==> src/hw/rtl/assert_macros.svh <==
// ----------------------------------------------------------------------------
// Assertion macros
// Concurrent assertion shorthands used by the RTL; compiled out when
// NO_ASSERTIONS is defined.
// ----------------------------------------------------------------------------
`ifndef ASSERT_MACROS_SVH
`define ASSERT_MACROS_SVH

`ifndef NO_ASSERTIONS
// same-cycle implication
`define ASSERT_IMPLIES(label, clk, rst_n, ante, cons, msg) \
    label: assert property (@(posedge clk) disable iff (!(rst_n)) (ante) |-> (cons)) \
        else $error(msg);
// next-cycle implication
`define ASSERT_NEXT(label, clk, rst_n, ante, cons, msg) \
    label: assert property (@(posedge clk) disable iff (!(rst_n)) (ante) |=> (cons)) \
        else $error(msg);
`else
`define ASSERT_IMPLIES(label, clk, rst_n, ante, cons, msg)
`define ASSERT_NEXT(label, clk, rst_n, ante, cons, msg)
`endif

`endif

==> src/hw/rtl/i2cms_pkg.sv <==
// ----------------------------------------------------------------------------
// I2C master sequencer package
// Types, codes and constants shared by the transfer sequencer files.
// ----------------------------------------------------------------------------
package i2cms_pkg;

    // transmit buffer geometry
    localparam int BUF_DEPTH = 16;
    localparam int BUF_IDX_W = $clog2(BUF_DEPTH);

    // write index saturates here, read index saturates at the 4-bit top
    localparam logic [4:0] WIDX_MAX = 5'd31;
    localparam logic [3:0] RIDX_MAX = 4'd15;

    // controller control register bits
    localparam logic [7:0] CTL_AA  = 8'h04;
    localparam logic [7:0] CTL_SI  = 8'h08;
    localparam logic [7:0] CTL_STO = 8'h10;
    localparam logic [7:0] CTL_STA = 8'h20;
    localparam logic [7:0] CTL_RD  = 8'h01;

    // controller status codes
    localparam logic [7:0] SC_BUS_ERROR   = 8'h00;
    localparam logic [7:0] SC_START       = 8'h08;
    localparam logic [7:0] SC_RSTART      = 8'h10;
    localparam logic [7:0] SC_SLAW_ACK    = 8'h18;
    localparam logic [7:0] SC_SLAW_NACK   = 8'h20;
    localparam logic [7:0] SC_TXDATA_ACK  = 8'h28;
    localparam logic [7:0] SC_TXDATA_NACK = 8'h30;
    localparam logic [7:0] SC_ARB_LOST    = 8'h38;
    localparam logic [7:0] SC_SLAR_ACK    = 8'h40;
    localparam logic [7:0] SC_SLAR_NACK   = 8'h48;
    localparam logic [7:0] SC_RXDATA_ACK  = 8'h50;
    localparam logic [7:0] SC_RXDATA_NACK = 8'h58;

    typedef enum logic [1:0] {
        OP_LOAD  = 2'd0,
        OP_BEGIN = 2'd1,
        OP_EVENT = 2'd2,
        OP_TICK  = 2'd3
    } t_opcode;

    typedef enum logic [1:0] {
        CFG_WRITE_LEN   = 2'd0,
        CFG_READ_LEN    = 2'd1,
        CFG_REPEAT      = 2'd2,
        CFG_TIMEOUT_LIM = 2'd3
    } t_cfg_reg;

    typedef enum logic [3:0] {
        XS_IDLE     = 4'd0,
        XS_BUSY     = 4'd1,
        XS_STARTED  = 4'd2,
        XS_NODATA   = 4'd3,
        XS_OK       = 4'd4,
        XS_NACKDATA = 4'd5,
        XS_LOST     = 4'd6,
        XS_NACKADDR = 4'd7,
        XS_TIMEOUT  = 4'd8
    } t_xfer_status;

    typedef struct packed {
        logic [4:0]  write_len;
        logic [4:0]  read_len;
        logic        repeat_start;
        logic [19:0] timeout_limit;
    } t_cfg;

    typedef struct packed {
        logic [4:0]   write_idx;
        logic [3:0]   read_idx;
        t_xfer_status status;
        logic         repeat_pending;
        logic [19:0]  idle_ticks;
    } t_state;

    typedef struct packed {
        logic [1:0] opcode;
        logic [7:0] status_code;
        logic [7:0] data_byte;
        logic [3:0] buffer_index;
    } t_in_beat;

    typedef struct packed {
        logic [7:0] control_set;
        logic [7:0] control_clear;
        logic [7:0] tx_byte;
        logic       tx_valid;
        logic [7:0] rx_byte;
        logic [3:0] rx_index;
        logic       rx_valid;
        logic [3:0] transfer_status;
    } t_result;

    typedef struct packed {
        logic                 en;
        logic [BUF_IDX_W-1:0] addr;
        logic [7:0]           data;
    } t_buf_wr;

endpackage

==> src/hw/rtl/i2cms_in_if.sv <==
// ----------------------------------------------------------------------------
// Command channel
// Valid/ready channel carrying one command beat into the sequencer.
// ----------------------------------------------------------------------------
interface i2cms_in_if;
    logic       valid;
    logic       ready;
    logic [1:0] opcode;
    logic [7:0] status_code;
    logic [7:0] data_byte;
    logic [3:0] buffer_index;

    modport source (output valid, opcode, status_code, data_byte, buffer_index,
                    input ready);
    modport sink   (input valid, opcode, status_code, data_byte, buffer_index,
                    output ready);
endinterface

==> src/hw/rtl/i2cms_out_if.sv <==
// ----------------------------------------------------------------------------
// Result channel
// Valid/ready channel carrying one result beat out of the sequencer.
// ----------------------------------------------------------------------------
interface i2cms_out_if;
    logic       valid;
    logic       ready;
    logic [7:0] control_set;
    logic [7:0] control_clear;
    logic [7:0] tx_byte;
    logic       tx_valid;
    logic [7:0] rx_byte;
    logic [3:0] rx_index;
    logic       rx_valid;
    logic [3:0] transfer_status;

    modport source (output valid, control_set, control_clear, tx_byte, tx_valid,
                           rx_byte, rx_index, rx_valid, transfer_status,
                    input ready);
    modport sink   (input valid, control_set, control_clear, tx_byte, tx_valid,
                          rx_byte, rx_index, rx_valid, transfer_status,
                    output ready);
endinterface

==> src/hw/rtl/i2cms_cfg_if.sv <==
// ----------------------------------------------------------------------------
// Configuration write channel
// Valid/ready channel carrying a register index and its write data.
// ----------------------------------------------------------------------------
interface i2cms_cfg_if;
    logic        valid;
    logic        ready;
    logic [1:0]  index;
    logic [19:0] data;

    modport source (output valid, index, data, input ready);
    modport sink   (input valid, index, data, output ready);
endinterface

==> src/hw/rtl/i2cms_step.sv <==
// ----------------------------------------------------------------------------
// Sequencer step logic
// Decodes one command beat against the current state and produces the
// next state, the transmit buffer write and the result beat.
// ----------------------------------------------------------------------------
module i2cms_step (
    input  i2cms_pkg::t_cfg     i_cfg,
    input  i2cms_pkg::t_state   i_state,
    input  i2cms_pkg::t_in_beat i_beat,
    input  logic [7:0]          i_buf0,
    input  logic [7:0]          i_bufw,
    output i2cms_pkg::t_state   o_state,
    output i2cms_pkg::t_buf_wr  o_buf_wr,
    output i2cms_pkg::t_result  o_result
);
    import i2cms_pkg::*;

    logic       was_active;
    logic       now_active;
    logic [4:0] widx_inc;
    logic [3:0] ridx_inc;
    logic [7:0] set_m;
    logic [7:0] clr_m;
    logic [7:0] txb;
    logic       txv;
    logic [7:0] rxb;
    logic [3:0] rxi;
    logic       rxv;

    // saturating index increments
    assign widx_inc = (i_state.write_idx < WIDX_MAX) ? i_state.write_idx + 5'd1
                                                     : i_state.write_idx;
    assign ridx_inc = (i_state.read_idx < RIDX_MAX) ? i_state.read_idx + 4'd1
                                                    : i_state.read_idx;

    assign was_active = (i_state.status == XS_BUSY) || (i_state.status == XS_STARTED);

    // decode the beat
    always_comb begin
        o_state       = i_state;
        o_buf_wr.en   = 1'b0;
        o_buf_wr.addr = i_beat.buffer_index[BUF_IDX_W-1:0];
        o_buf_wr.data = i_beat.data_byte;
        set_m = '0;
        clr_m = '0;
        txb   = '0;
        txv   = 1'b0;
        rxb   = '0;
        rxi   = '0;
        rxv   = 1'b0;

        case (i_beat.opcode)
            OP_LOAD: begin
                o_buf_wr.en = 1'b1;
            end
            OP_BEGIN: begin
                set_m                  = CTL_STA;
                o_state.status         = XS_BUSY;
                o_state.idle_ticks     = '0;
                o_state.repeat_pending = i_cfg.repeat_start;
            end
            OP_TICK: begin
                if (was_active) begin
                    if (i_state.idle_ticks >= i_cfg.timeout_limit) begin
                        o_state.status = XS_TIMEOUT;
                    end else begin
                        o_state.idle_ticks = i_state.idle_ticks + 20'd1;
                    end
                end
            end
            default: begin
                o_state.idle_ticks = '0;
                case (i_beat.status_code)
                    SC_BUS_ERROR: begin
                        set_m = CTL_STO | CTL_AA;
                        clr_m = CTL_SI;
                    end
                    SC_START, SC_RSTART: begin
                        o_state.read_idx = '0;
                        txb   = i_buf0;
                        txv   = 1'b1;
                        set_m = CTL_AA;
                        clr_m = CTL_STA | CTL_SI;
                        if (i_beat.status_code == SC_START) begin
                            o_state.status = XS_STARTED;
                        end
                        o_state.write_idx = 5'd1;
                    end
                    SC_SLAW_ACK: begin
                        if (i_cfg.write_len == 5'd1) begin
                            set_m          = CTL_STO;
                            o_state.status = XS_NODATA;
                        end else begin
                            txb               = i_bufw;
                            txv               = 1'b1;
                            o_state.write_idx = widx_inc;
                        end
                        set_m = set_m | CTL_AA;
                        clr_m = CTL_STA | CTL_SI;
                    end
                    SC_SLAW_NACK: begin
                        set_m = CTL_STO | CTL_AA;
                        clr_m = CTL_STA | CTL_SI;
                    end
                    SC_TXDATA_ACK: begin
                        if (i_state.write_idx < i_cfg.write_len) begin
                            txb               = i_bufw;
                            txv               = 1'b1;
                            o_state.write_idx = widx_inc;
                        end else if (i_state.repeat_pending) begin
                            // repeated start: turn the address byte into a read
                            o_state.repeat_pending = 1'b0;
                            set_m         = CTL_STA;
                            o_buf_wr.en   = 1'b1;
                            o_buf_wr.addr = '0;
                            o_buf_wr.data = i_buf0 | CTL_RD;
                        end else begin
                            set_m          = CTL_STO | CTL_AA;
                            o_state.status = XS_OK;
                        end
                        clr_m = CTL_SI;
                    end
                    SC_TXDATA_NACK: begin
                        set_m          = CTL_STO | CTL_AA;
                        clr_m          = CTL_SI;
                        o_state.status = XS_NACKDATA;
                    end
                    SC_ARB_LOST: begin
                        set_m          = CTL_STA | CTL_AA;
                        clr_m          = CTL_SI;
                        o_state.status = XS_LOST;
                    end
                    SC_SLAR_ACK: begin
                        if (i_state.write_idx < i_cfg.read_len) begin
                            set_m = CTL_AA;
                        end else begin
                            clr_m = CTL_AA;
                        end
                        clr_m = clr_m | CTL_SI;
                    end
                    SC_SLAR_NACK: begin
                        set_m          = CTL_STO | CTL_AA;
                        clr_m          = CTL_SI;
                        o_state.status = XS_NACKADDR;
                    end
                    SC_RXDATA_ACK: begin
                        rxb = i_beat.data_byte;
                        rxi = i_state.read_idx;
                        rxv = 1'b1;
                        o_state.read_idx = ridx_inc;
                        // ack again only while more than one byte remains
                        if ({1'b0, ridx_inc} + 5'd1 < i_cfg.read_len) begin
                            set_m = CTL_AA;
                        end else begin
                            clr_m = CTL_AA;
                        end
                        clr_m = clr_m | CTL_SI;
                    end
                    SC_RXDATA_NACK: begin
                        rxb   = i_beat.data_byte;
                        rxi   = i_state.read_idx;
                        rxv   = 1'b1;
                        set_m = CTL_STO | CTL_AA;
                        clr_m = CTL_SI;
                        o_state.status = XS_OK;
                    end
                    default: begin
                    end
                endcase
            end
        endcase

        // drop STA when the transfer leaves its active states
        now_active = (o_state.status == XS_BUSY) || (o_state.status == XS_STARTED);
        if ((i_beat.opcode != OP_BEGIN) && was_active && !now_active) begin
            clr_m = clr_m | CTL_STA;
        end

        o_result.control_set     = set_m;
        o_result.control_clear   = clr_m;
        o_result.tx_byte         = txb;
        o_result.tx_valid        = txv;
        o_result.rx_byte         = rxb;
        o_result.rx_index        = rxi;
        o_result.rx_valid        = rxv;
        o_result.transfer_status = o_state.status;
    end

endmodule

==> src/hw/rtl/i2c_master_transfer_sequencer.sv <==
// ----------------------------------------------------------------------------
// I2C master transfer sequencer
// Turns I2C controller status events into control masks and data moves.
//
// Usage:
//   i_cfg  - register writes (write length, read length, repeated start, timeout
//            limit); always ready, unchecked: user writes only while block is idle.
//   i_in   - command beats: load a transmit buffer byte, begin a transfer,
//            report a controller status event, or a timeout tick.
//   o_out  - one result beat per command: set/clear masks, optional transmit
//            byte, optional received byte with its index, transfer status.
//   The result beat appears in the cycle after the command is accepted.
//   Throughput is one command per cycle unless o_out stalls; the single
//   decode step sits between the state registers and the result register.
//   When the receiver stalls, the held result stays on o_out and i_in takes
//   no further beat until the result is taken (it may take one in the same
//   cycle the result leaves).
//   Reset clears the configuration to its defaults, the indices, the status
//   (idle), the repeated-start flag and the tick counter; the transmit
//   buffer holds unknown data until loaded.
// ----------------------------------------------------------------------------
`include "assert_macros.svh"

module i2c_master_transfer_sequencer (
    input logic          i_clk,
    input logic          i_rst_n,
    i2cms_cfg_if.sink    i_cfg,
    i2cms_in_if.sink     i_in,
    i2cms_out_if.source  o_out
);
    import i2cms_pkg::*;

    t_cfg     r_cfg;
    t_state   r_state;
    t_state   n_state;
    t_result  r_result;
    t_result  n_result;
    logic     r_out_valid;
    t_buf_wr  buf_wr;
    t_in_beat beat;
    logic [7:0] r_buf [BUF_DEPTH];
    logic [7:0] buf0;
    logic [7:0] bufw;
    logic       in_fire;

    // configuration writes
    assign i_cfg.ready = 1'b1;

    always_ff @(posedge i_clk) begin
        if (!i_rst_n) begin
            r_cfg.write_len     <= '0;
            r_cfg.read_len      <= '0;
            r_cfg.repeat_start  <= 1'b0;
            r_cfg.timeout_limit <= 20'hFFFF;
        end else if (i_cfg.valid) begin
            case (i_cfg.index)
                CFG_WRITE_LEN:   r_cfg.write_len     <= i_cfg.data[4:0];
                CFG_READ_LEN:    r_cfg.read_len      <= i_cfg.data[4:0];
                CFG_REPEAT:      r_cfg.repeat_start  <= i_cfg.data[0];
                CFG_TIMEOUT_LIM: r_cfg.timeout_limit <= i_cfg.data;
                default: begin
                end
            endcase
        end
    end

    // accept a command whenever the result register is free or draining
    assign i_in.ready = !r_out_valid || o_out.ready;
    assign in_fire    = i_in.valid && i_in.ready;

    assign beat.opcode       = i_in.opcode;
    assign beat.status_code  = i_in.status_code;
    assign beat.data_byte    = i_in.data_byte;
    assign beat.buffer_index = i_in.buffer_index;

    // transmit buffer reads: entry 0 and the entry at the write index
    assign buf0 = r_buf[0];
    assign bufw = (r_state.write_idx < 5'(BUF_DEPTH))
                ? r_buf[r_state.write_idx[BUF_IDX_W-1:0]] : 8'h00;

    i2cms_step u_step (
        .i_cfg    (r_cfg),
        .i_state  (r_state),
        .i_beat   (beat),
        .i_buf0   (buf0),
        .i_bufw   (bufw),
        .o_state  (n_state),
        .o_buf_wr (buf_wr),
        .o_result (n_result)
    );

    // transmit buffer write
    always_ff @(posedge i_clk) begin
        if (in_fire && buf_wr.en) begin
            r_buf[buf_wr.addr] <= buf_wr.data;
        end
    end

    // advance state on each accepted beat
    always_ff @(posedge i_clk) begin
        if (!i_rst_n) begin
            r_state.write_idx      <= '0;
            r_state.read_idx       <= '0;
            r_state.status         <= XS_IDLE;
            r_state.repeat_pending <= 1'b0;
            r_state.idle_ticks     <= '0;
        end else if (in_fire) begin
            r_state <= n_state;
        end
    end

    // result register
    always_ff @(posedge i_clk) begin
        if (!i_rst_n) begin
            r_out_valid <= 1'b0;
        end else if (in_fire) begin
            r_out_valid <= 1'b1;
        end else if (o_out.ready) begin
            r_out_valid <= 1'b0;
        end
    end

    always_ff @(posedge i_clk) begin
        if (in_fire) begin
            r_result <= n_result;
        end
    end

    assign o_out.valid           = r_out_valid;
    assign o_out.control_set     = r_result.control_set;
    assign o_out.control_clear   = r_result.control_clear;
    assign o_out.tx_byte         = r_result.tx_byte;
    assign o_out.tx_valid        = r_result.tx_valid;
    assign o_out.rx_byte         = r_result.rx_byte;
    assign o_out.rx_index        = r_result.rx_index;
    assign o_out.rx_valid        = r_result.rx_valid;
    assign o_out.transfer_status = r_result.transfer_status;

    // a beat never both sends and receives a byte
    `ASSERT_IMPLIES(a_rx_tx_excl, i_clk, i_rst_n, o_out.valid && o_out.rx_valid, !o_out.tx_valid, "rx and tx in one beat")
    // a begin command reports busy in the next result
    `ASSERT_NEXT(a_begin_busy, i_clk, i_rst_n, in_fire && (i_in.opcode == OP_BEGIN), o_out.valid && (o_out.transfer_status == XS_BUSY), "begin did not report busy")
    // the read index holds at its top instead of wrapping
    `ASSERT_NEXT(a_ridx_sat, i_clk, i_rst_n, in_fire && (i_in.opcode == OP_EVENT) && (i_in.status_code == SC_RXDATA_ACK) && (r_state.read_idx == RIDX_MAX), r_state.read_idx == RIDX_MAX, "read index wrapped")

endmodule

==> src/flat_wrapper.sv <==
// flat-port wrapper written by rule: the top's interface ports become plain ports
module i2c_master_transfer_sequencer_flat import i2cms_pkg::*;
  (i_clk, i_rst_n, i_cfg_valid, i_cfg_index, i_cfg_data, i_cfg_ready, i_in_valid, i_in_opcode, i_in_status_code, i_in_data_byte, i_in_buffer_index, i_in_ready, o_out_valid, o_out_control_set, o_out_control_clear, o_out_tx_byte, o_out_tx_valid, o_out_rx_byte, o_out_rx_index, o_out_rx_valid, o_out_transfer_status, o_out_ready);
  i2cms_cfg_if i_cfg_i ();
  i2cms_in_if i_in_i ();
  i2cms_out_if o_out_i ();
  input logic i_clk;
  input logic i_rst_n;
  input wire logic [$bits(i_cfg_i.valid)-1:0] i_cfg_valid;
  input wire logic [$bits(i_cfg_i.index)-1:0] i_cfg_index;
  input wire logic [$bits(i_cfg_i.data)-1:0] i_cfg_data;
  output wire logic [$bits(i_cfg_i.ready)-1:0] i_cfg_ready;
  input wire logic [$bits(i_in_i.valid)-1:0] i_in_valid;
  input wire logic [$bits(i_in_i.opcode)-1:0] i_in_opcode;
  input wire logic [$bits(i_in_i.status_code)-1:0] i_in_status_code;
  input wire logic [$bits(i_in_i.data_byte)-1:0] i_in_data_byte;
  input wire logic [$bits(i_in_i.buffer_index)-1:0] i_in_buffer_index;
  output wire logic [$bits(i_in_i.ready)-1:0] i_in_ready;
  output wire logic [$bits(o_out_i.valid)-1:0] o_out_valid;
  output wire logic [$bits(o_out_i.control_set)-1:0] o_out_control_set;
  output wire logic [$bits(o_out_i.control_clear)-1:0] o_out_control_clear;
  output wire logic [$bits(o_out_i.tx_byte)-1:0] o_out_tx_byte;
  output wire logic [$bits(o_out_i.tx_valid)-1:0] o_out_tx_valid;
  output wire logic [$bits(o_out_i.rx_byte)-1:0] o_out_rx_byte;
  output wire logic [$bits(o_out_i.rx_index)-1:0] o_out_rx_index;
  output wire logic [$bits(o_out_i.rx_valid)-1:0] o_out_rx_valid;
  output wire logic [$bits(o_out_i.transfer_status)-1:0] o_out_transfer_status;
  input wire logic [$bits(o_out_i.ready)-1:0] o_out_ready;
  assign i_cfg_i.valid = i_cfg_valid;
  assign i_cfg_i.index = i_cfg_index;
  assign i_cfg_i.data = i_cfg_data;
  assign i_cfg_ready = i_cfg_i.ready;
  assign i_in_i.valid = i_in_valid;
  assign i_in_i.opcode = i_in_opcode;
  assign i_in_i.status_code = i_in_status_code;
  assign i_in_i.data_byte = i_in_data_byte;
  assign i_in_i.buffer_index = i_in_buffer_index;
  assign i_in_ready = i_in_i.ready;
  assign o_out_valid = o_out_i.valid;
  assign o_out_control_set = o_out_i.control_set;
  assign o_out_control_clear = o_out_i.control_clear;
  assign o_out_tx_byte = o_out_i.tx_byte;
  assign o_out_tx_valid = o_out_i.tx_valid;
  assign o_out_rx_byte = o_out_i.rx_byte;
  assign o_out_rx_index = o_out_i.rx_index;
  assign o_out_rx_valid = o_out_i.rx_valid;
  assign o_out_transfer_status = o_out_i.transfer_status;
  assign o_out_i.ready = o_out_ready;
  i2c_master_transfer_sequencer u_core (.i_clk(i_clk), .i_rst_n(i_rst_n), .i_cfg(i_cfg_i), .i_in(i_in_i), .o_out(o_out_i));
endmodule
==> config.mk <==
export PLATFORM = sky130hd
export DESIGN_NAME = i2c_master_transfer_sequencer_flat
export DESIGN_NICKNAME = d
export VERILOG_FILES = /design/src/hw/rtl/i2cms_pkg.sv /design/src/hw/rtl/i2cms_in_if.sv /design/src/hw/rtl/i2cms_out_if.sv /design/src/hw/rtl/i2cms_cfg_if.sv /design/src/hw/rtl/i2cms_step.sv /design/src/hw/rtl/i2c_master_transfer_sequencer.sv /design/src/flat_wrapper.sv
export VERILOG_INCLUDE_DIRS = /design/src /design/src/hw/rtl
export SDC_FILE = /design/constraint.sdc
export NUM_CORES = 1
export LEC_CHECK = 0
export ABC_AREA = 1
export BUFFER_PORTS_ARGS = -buffer_cell sky130_fd_sc_hd__buf_2
export CORE_MARGIN = 2
export CORE_UTILIZATION = 35
export CTS_BUF_LIST = sky130_fd_sc_hd__clkbuf_2
export CTS_CLUSTER_DIAMETER = 200
export DETAILED_ROUTE_END_ITERATION = 8
export GPL_TIMING_DRIVEN = 0
export REMOVE_ABC_BUFFERS = 1
export SLEW_MARGIN = 5
export SYNTH_ARGS = -nofsm -noshare
export SYNTH_HDL_FRONTEND = slang
export SYNTH_HIERARCHICAL = 1
export SYNTH_SLANG_ARGS = --single-unit
==> constraint.sdc <==
create_clock -name i_clk -period 3.5 [get_ports i_clk]
set_input_delay 0.7 -clock i_clk [delete_from_list [all_inputs] [get_ports i_clk]]
set_output_delay 0.7 -clock i_clk [all_outputs]
set_load 0.01 [all_outputs]
=== Word-level counts from Yosys, hierarchy flattened ===
Memories as Yosys holds them, arrays and structs flattened. A register that Yosys moved wholly into a read port is not among the register bits.
Index checks and enable logic that the tools add are counted.

* Word-level logic and storage cells: 144
* Bits in read-only memories: 0
* Input bits: 49
* Register bits after elaboration: 108
* Bits in writable memories: 128
* Memories: 1
* Output and inout port bits: 45
* Bits in latches: 0

{| class="wikitable"
|+ Memory list
! name !! words !! bits a word !! read ports !! clocked after Yosys merged registers in !! wr ports !! RTL line !! RTL
|-
| u_core.r_buf || 16 || 8 || 2 || 1 || 1 || i2c_master_transfer_sequencer.sv:41 || <nowiki>logic [7:0] r_buf [BUF_DEPTH];</nowiki>
|}

* Muxes and demuxes: 49
* Reduce and logical (&&, ||, !) cells: 33
* $mul: 0
* Add/subtract/negate cells: 4
* Shift-type cells: 0
* Eq/ne operators: 27
* Bitwise gates (word level): 4
* $lt $le $gt $ge: 7
* Divide/modulo/power cells: 0

{| class="wikitable"
|+ Operators by type and width
! operator !! number
|-
| $pmux 8 s7 || 1
|-
| $mux 20 || 2
|-
| $mux 8 || 5
|-
| $pmux 20 s2 || 1
|-
| $mux 13 || 3
|-
| $eq 8x6->1 const B || 4
|-
| $eq 8x7->1 const B || 4
|-
| $mux 4 || 8
|-
| $pmux 8 s4 || 1
|-
| $pmux 4 s7 || 1
|-
| $mux 5 || 5
|-
| $pmux 8 s3 || 1
|-
| $add 20x1->20 const B || 1
|-
| $ge 20x20->1 || 1
|-
| $eq 8x5->1 const B || 2
|-
| $pmux 8 s2 || 1
|-
| $lt 5x5->1 || 3
|-
| $pmux 5 s3 || 1
|-
| $mux 12 || 1
|-
| $mux 3 || 4
|-
| $pmux 4 s3 || 1
|-
| $lt 5x5->1 const B || 2
|-
| $eq 4x1->1 const B || 2
|-
| $eq 4x2->1 const B || 2
|-
| other kinds (32) || 67
|}

=== Longest topological paths before layout ===
* Depth after elaboration: 8
* Gate-level depth with buffers: 20
* Gate-level depth less buffers: 20

=== Modules after synthesis ===
Netlist, hierarchy kept.

{| class="wikitable"
|+ By module, submodules not included
! module !! area an instance (µm²) !! seq. area each (µm²) !! times used !! cells each
|-
| i2c_master_transfer_sequencer || 9,163.8 || 6,506.2 || 1 || 872
|-
| i2cms_step || 3,345.7 || 0.0 || 1 || 647
|}

=== Least setup slack after synthesis ===
Ideal clock, no wire load.

* Path kind: input-to-reg
* From: in i_in_status_code[2]
* To: mem u_core.r_buf[0][0], enable pin
* Cell stages on the path: 11
* Setup time: 0.370 ns
* Data arrival time: 2.454 ns
* Slack: 0.676 ns
* Path buffers: 1
* Data required time: 3.130 ns
* Cells stage by stage: nand3b_1 nor2_4 nand2_1 inv_1 nand4_1 clkbuf_1 o21ai_0 inv_1 nor2_1 nand3_1 nor2_1

{| class="wikitable"
|+ RTL lines
! item !! RTL line !! RTL
|-
| start: declaration || flat_wrapper.sv:15 || <nowiki>input wire logic [$bits(i_in_i.status_code)-1:0] i_in_status_code;</nowiki>
|-
| end: declaration || i2c_master_transfer_sequencer.sv:41 ||
|}

==> summary.md <==
| Metric | Value |
|---|---|
| Fmax | `303 MHz` |
| CP cell instances | `ha_1 -> nand2_1 -> nor2_1 -> nand2_1 -> nand3_1 -> nand4_1 -> o21ai_0 -> inv_1 -> nor2_1 -> nand3_1 -> nor2_2` |
| Final Cycle Share | `94.2%` |
| Main area contributors after synthesis | `edfxtp_1 (41%), nand2_1 (12%), dfxtp_1 (11%), inv_1 (6.3%), nand3_1 (5.5%)` |
| Seq cells post-synth | `240` |
| Smallest hold slack | `0.106 ns` |
| Crit path launch type | `register` |
| Placer Congestion | `0.863` |
| Cell count after synthesis | `1519` |
| Setup CP Type | `reg -> reg` |
| Netlist cell types | `49` |
| Post-Syn Area | `0.0125 mm^2` |
| Number of detailed-route iterations in the first pass | `6` |
| Tmin final | `3.30 ns` |
| Reg2reg end | `u_core/r_buf[6][4]` |
| Final core utilization | `39.8%` |
| Detailed Route WL | `30800 um` |
| Chip Width | `193 um` |
| Compound-Gate Fraction of Synth Area | `7.73%` |
| CTS buffer count | `66` |
| Peak supply drop | `181 uV` |
| Leak Pwr | `6.38 nW` |
| Share of the yosys chip area belonging to registers | `52.0%` |
| Power share of the clock group | `35.0%` |
| PortBufs | `92` |
| Relative slew slack | `19.4%` |
| Worst-margin pin slew | `1.21 ns` |
| P_int | `0.00427 W` |
| CP endpoint kind | `register` |
| Syn_area_per_cell | `8.24 um^2` |
| Sw power | `0.00179 W` |
| TritonCTS clock tree | `done` |
| Initial antenna violation count | `1` |
| Synth Warn # | `6` |
| Worst hold-check path type | `in -> reg` |
| Initial core utilization | `35.3%` |
| Clock Skew | `0.0520 ns` |
| HP Start | `i_in_data_byte[0]` |
| Largest family of logic cells by synthesized area | `simple AND/OR/NAND/NOR gates` |
| Vias in the first global route | `9895` |
| Wire per inst | `14.3 um` |
| Area growth syn-to-layout | `12.7%` |
| Fin. max-slew vios | `0` |
| Crit path required time | `4.01 ns` |
| Hold violation count in the final report | `0` |
| Die footprint | `0.0373 mm^2` |
| Top sig layer | `met4` |
| Sequential power share | `53.1%` |
| DRC viols | `0` |
| Vias/cell | `4.80` |
| Routed wl met3 | `1910 um` |
| DP HPWL | `19600 um` |
| Fraction of the mapped netlist area in simple logic gates | `25.7%` |
| Root Driver | `clkbuf_2` |
| Clk_lat worst skew | `0.91 ns` |
| Hold EP | `u_core/o_out.rx_byte[0]` |
| Clock-pin slew on the worst setup and hold paths | `0.09 ns` |
| Post-route setup TNS | `0 ns` |
| Core Region | `0.0354 mm^2` |
| CTS H-tree depth | `3` |
| Total grt overflow | `0` |
| Xor/xnor cell area share of the yosys netlist | `0.700%` |
| Hold Path Stages | `3` |
| Rows | `69` |
| Post-synthesis mux area share | `0%` |
| Met2 routed WL | `14300 um` |
| Setup slack, reg-to-reg | `0.20 ns` |
| CTS Sinks | `240` |
| Commonest non-fill, non-tap cells in the layout | `nand2_1 (412), inv_1 (211), edfxtp_1 (170)` |
| Crit-path max cell delay | `0.49 ns` |
| Most common cell after layout, fill and taps aside | `nand2_1` |
| Post-Synth Adder-Cell Area | `4.00%` |
| Largest net degree at the start of global routing | `65` |
| Top cell type's share of synthesized area | `40.8%` |
| Slowest-stage cell, CP | `nor2_2` |
| First-pass GRT wire length | `49400 um` |
| CTS Buffer Depth | `3` |
| Total GRT Usage | `16.9%` |
| Post-route cell area | `0.0141 mm^2` |
| # IOs | `94` |
| # nets final | `1726` |
| Status | `finished clean` |
| Filler cell count | `3686` |
| Proportion of layout cells with a drive suffix above 1 | `14.6%` |
| CP Max Fanout | `14` |
| Routed via count | `10.3k` |
| Die height | `193 um` |
| Path depth of the worst reg2reg path | `11` |
| Post-route ant nets | `0` |
| Net Sw Frac | `29.5%` |
| Metal-1 WL | `13600 um` |
| Initial DRC count | `811` |
| Pwr/cell area | `429 mW/mm^2` |
| RSZ-0062 raised after global routing | `yes` |
| Worst r2r src | `u_core/r_state[33]` |
| Leading area contributor after synthesis | `edfxtp_1` |
| Max-cap viol count | `0` |
| Comb power frac | `12.0%` |
| Data arrival, critical path | `3.80 ns` |
| Final setup violation count | `0` |
| Dpl cell area | `0.0132 mm^2` |
-- kinds of logic (layout without fill, tap and decap cells) --
group                    count (synthesis)  count (layout)
adder cells (fa/ha/maj)                 40              40
AND/OR/NAND/NOR                        763             764
AO/OA/AOI/OAI                          173             173
other                                    2              13
XOR/XNOR                                10              10
flip-flops                             240             240
buffers and inverters                  291             448
-- metal layers --
metal  up-vias  GRT usage [%]
li1       5196              -
met1      4748           20.9
met2       295           27.9
met3        80           4.07
met4         0           7.66
met5         -              0
-- cell type report --
| type | count | area [um^2] | share of cell area (%) |
|---|---|---|---|
| Sequential cell | 240 | 6510 | 46.2 |
| Multi-Input combinational cell | 998 | 4860 | 34.4 |
| Inverter | 217 | 817 | 5.79 |
| Timing Repair Buffer | 114 | 706 | 5.00 |
| Tap cell | 461 | 577 | 4.09 |
| Clock buffer | 99 | 495 | 3.51 |
| Clock inverter | 18 | 136 | 0.967 |
| Antenna cell | 2 | 5.00 | 0.0355 |
-- stage by stage --
stage          cells  power, W  worst slack [ns]
6_report        2149   0.00606             0.203
2_1_floorplan   1454   0.00372             0.436
3_3_place_gp    2007   0.00396             -1.20
3_5_place_dp    2009   0.00398             -1.22
4_1_cts         2147   0.00615            0.0876
5_1_grt         2149   0.00643          -0.00644
-- worst max-delay path, delay by kind of cell, from the launching register on --
kind,cells,cell delay (ns)
adder cells (fa/ha/maj),1,0.34
AO/OA/AOI/OAI,1,0.14
flip-flops,1,0.44
AND/OR/NAND/NOR,8,1.93
buffers and inverters,1,0.06
-- sequential cells by signal, summed over array words and instances, names as in the netlist, named ones only --
signal and flops:
u_core/r_state 34, u_core/o_out.tx_byte 8, u_core/o_out.rx_byte 8, u_core/o_out.tx_valid 1, u_core/r_buf 128, u_core/o_out.rx_valid 1
u_core/r_cfg 31, u_core/o_out.transfer_status 4, u_core/o_out.control_set 8, u_core/o_out.rx_index 4, u_core/o_out.control_clear 8, u_core/o_out.valid 1
-- cell usage after synthesis, drive strengths merged --
master  count
a211oi      2
a21o        1
a21oi      54
a22oi       3
a31oi       1
a32o        4
a32oi       4
and3        1
buf        45
clkbuf     29
clkinv      1
conb        2
dfxtp      70
edfxtp    170
ha         40
inv       216
nand2     416
nand3     139
nand3b      1
nand4      14
nor2      172
nor3       16
nor3b       1
nor4        2
o211ai      8
o21ai      87
o21bai      2
o221ai      1
o22ai       3
o311ai      1
o31ai       1
o41ai       1
or2         1
xor2       10
-- worst max path at each step --
| stage | startpoint | to | slack (ns) |
|---|---|---|---|
| after floorplan | i_in_status_code[2] | u_core/r_buf[0][0] | 0.44 |
| after global placement | register | u_core/o_out.tx_byte[5] | -1.20 |
| after detailed placement | i_in_opcode[0] | u_core/r_buf[14][1] | -1.22 |
| after CTS | u_core/r_state[33] | u_core/r_buf[7][5] | 0.09 |
| after global routing | u_core/r_state[33] | u_core/r_buf[2][1] | -0.006 |
| final | u_core/r_state[33] | u_core/r_buf[6][4] | 0.20 |
-- power by group through the flow --
stage                     clock, W  combinational, W  sequential, W
after floorplan                  0          0.000456        0.00327
after global placement           0          0.000675        0.00329
after detailed placement         0          0.000701        0.00328
after CTS                  0.00221          0.000727        0.00321
after global routing       0.00237          0.000835        0.00323
final                      0.00212          0.000725        0.00321
-- repair_timing --
| item | in CTS | in global routing |
|---|---|---|
| endpoints found under the hold margin | 20 | 0 |
| gates resized for setup | 16 | 2 |
| setup endpoints to repair | 128 | 128 |
| buffers inserted | 1 | 0 |
| gates cloned | 1 | 0 |
| pin swaps | 1 | 0 |
| hold buffers | 19 | 0 |
No activity file was read; power rests on OpenSTA's default activity.
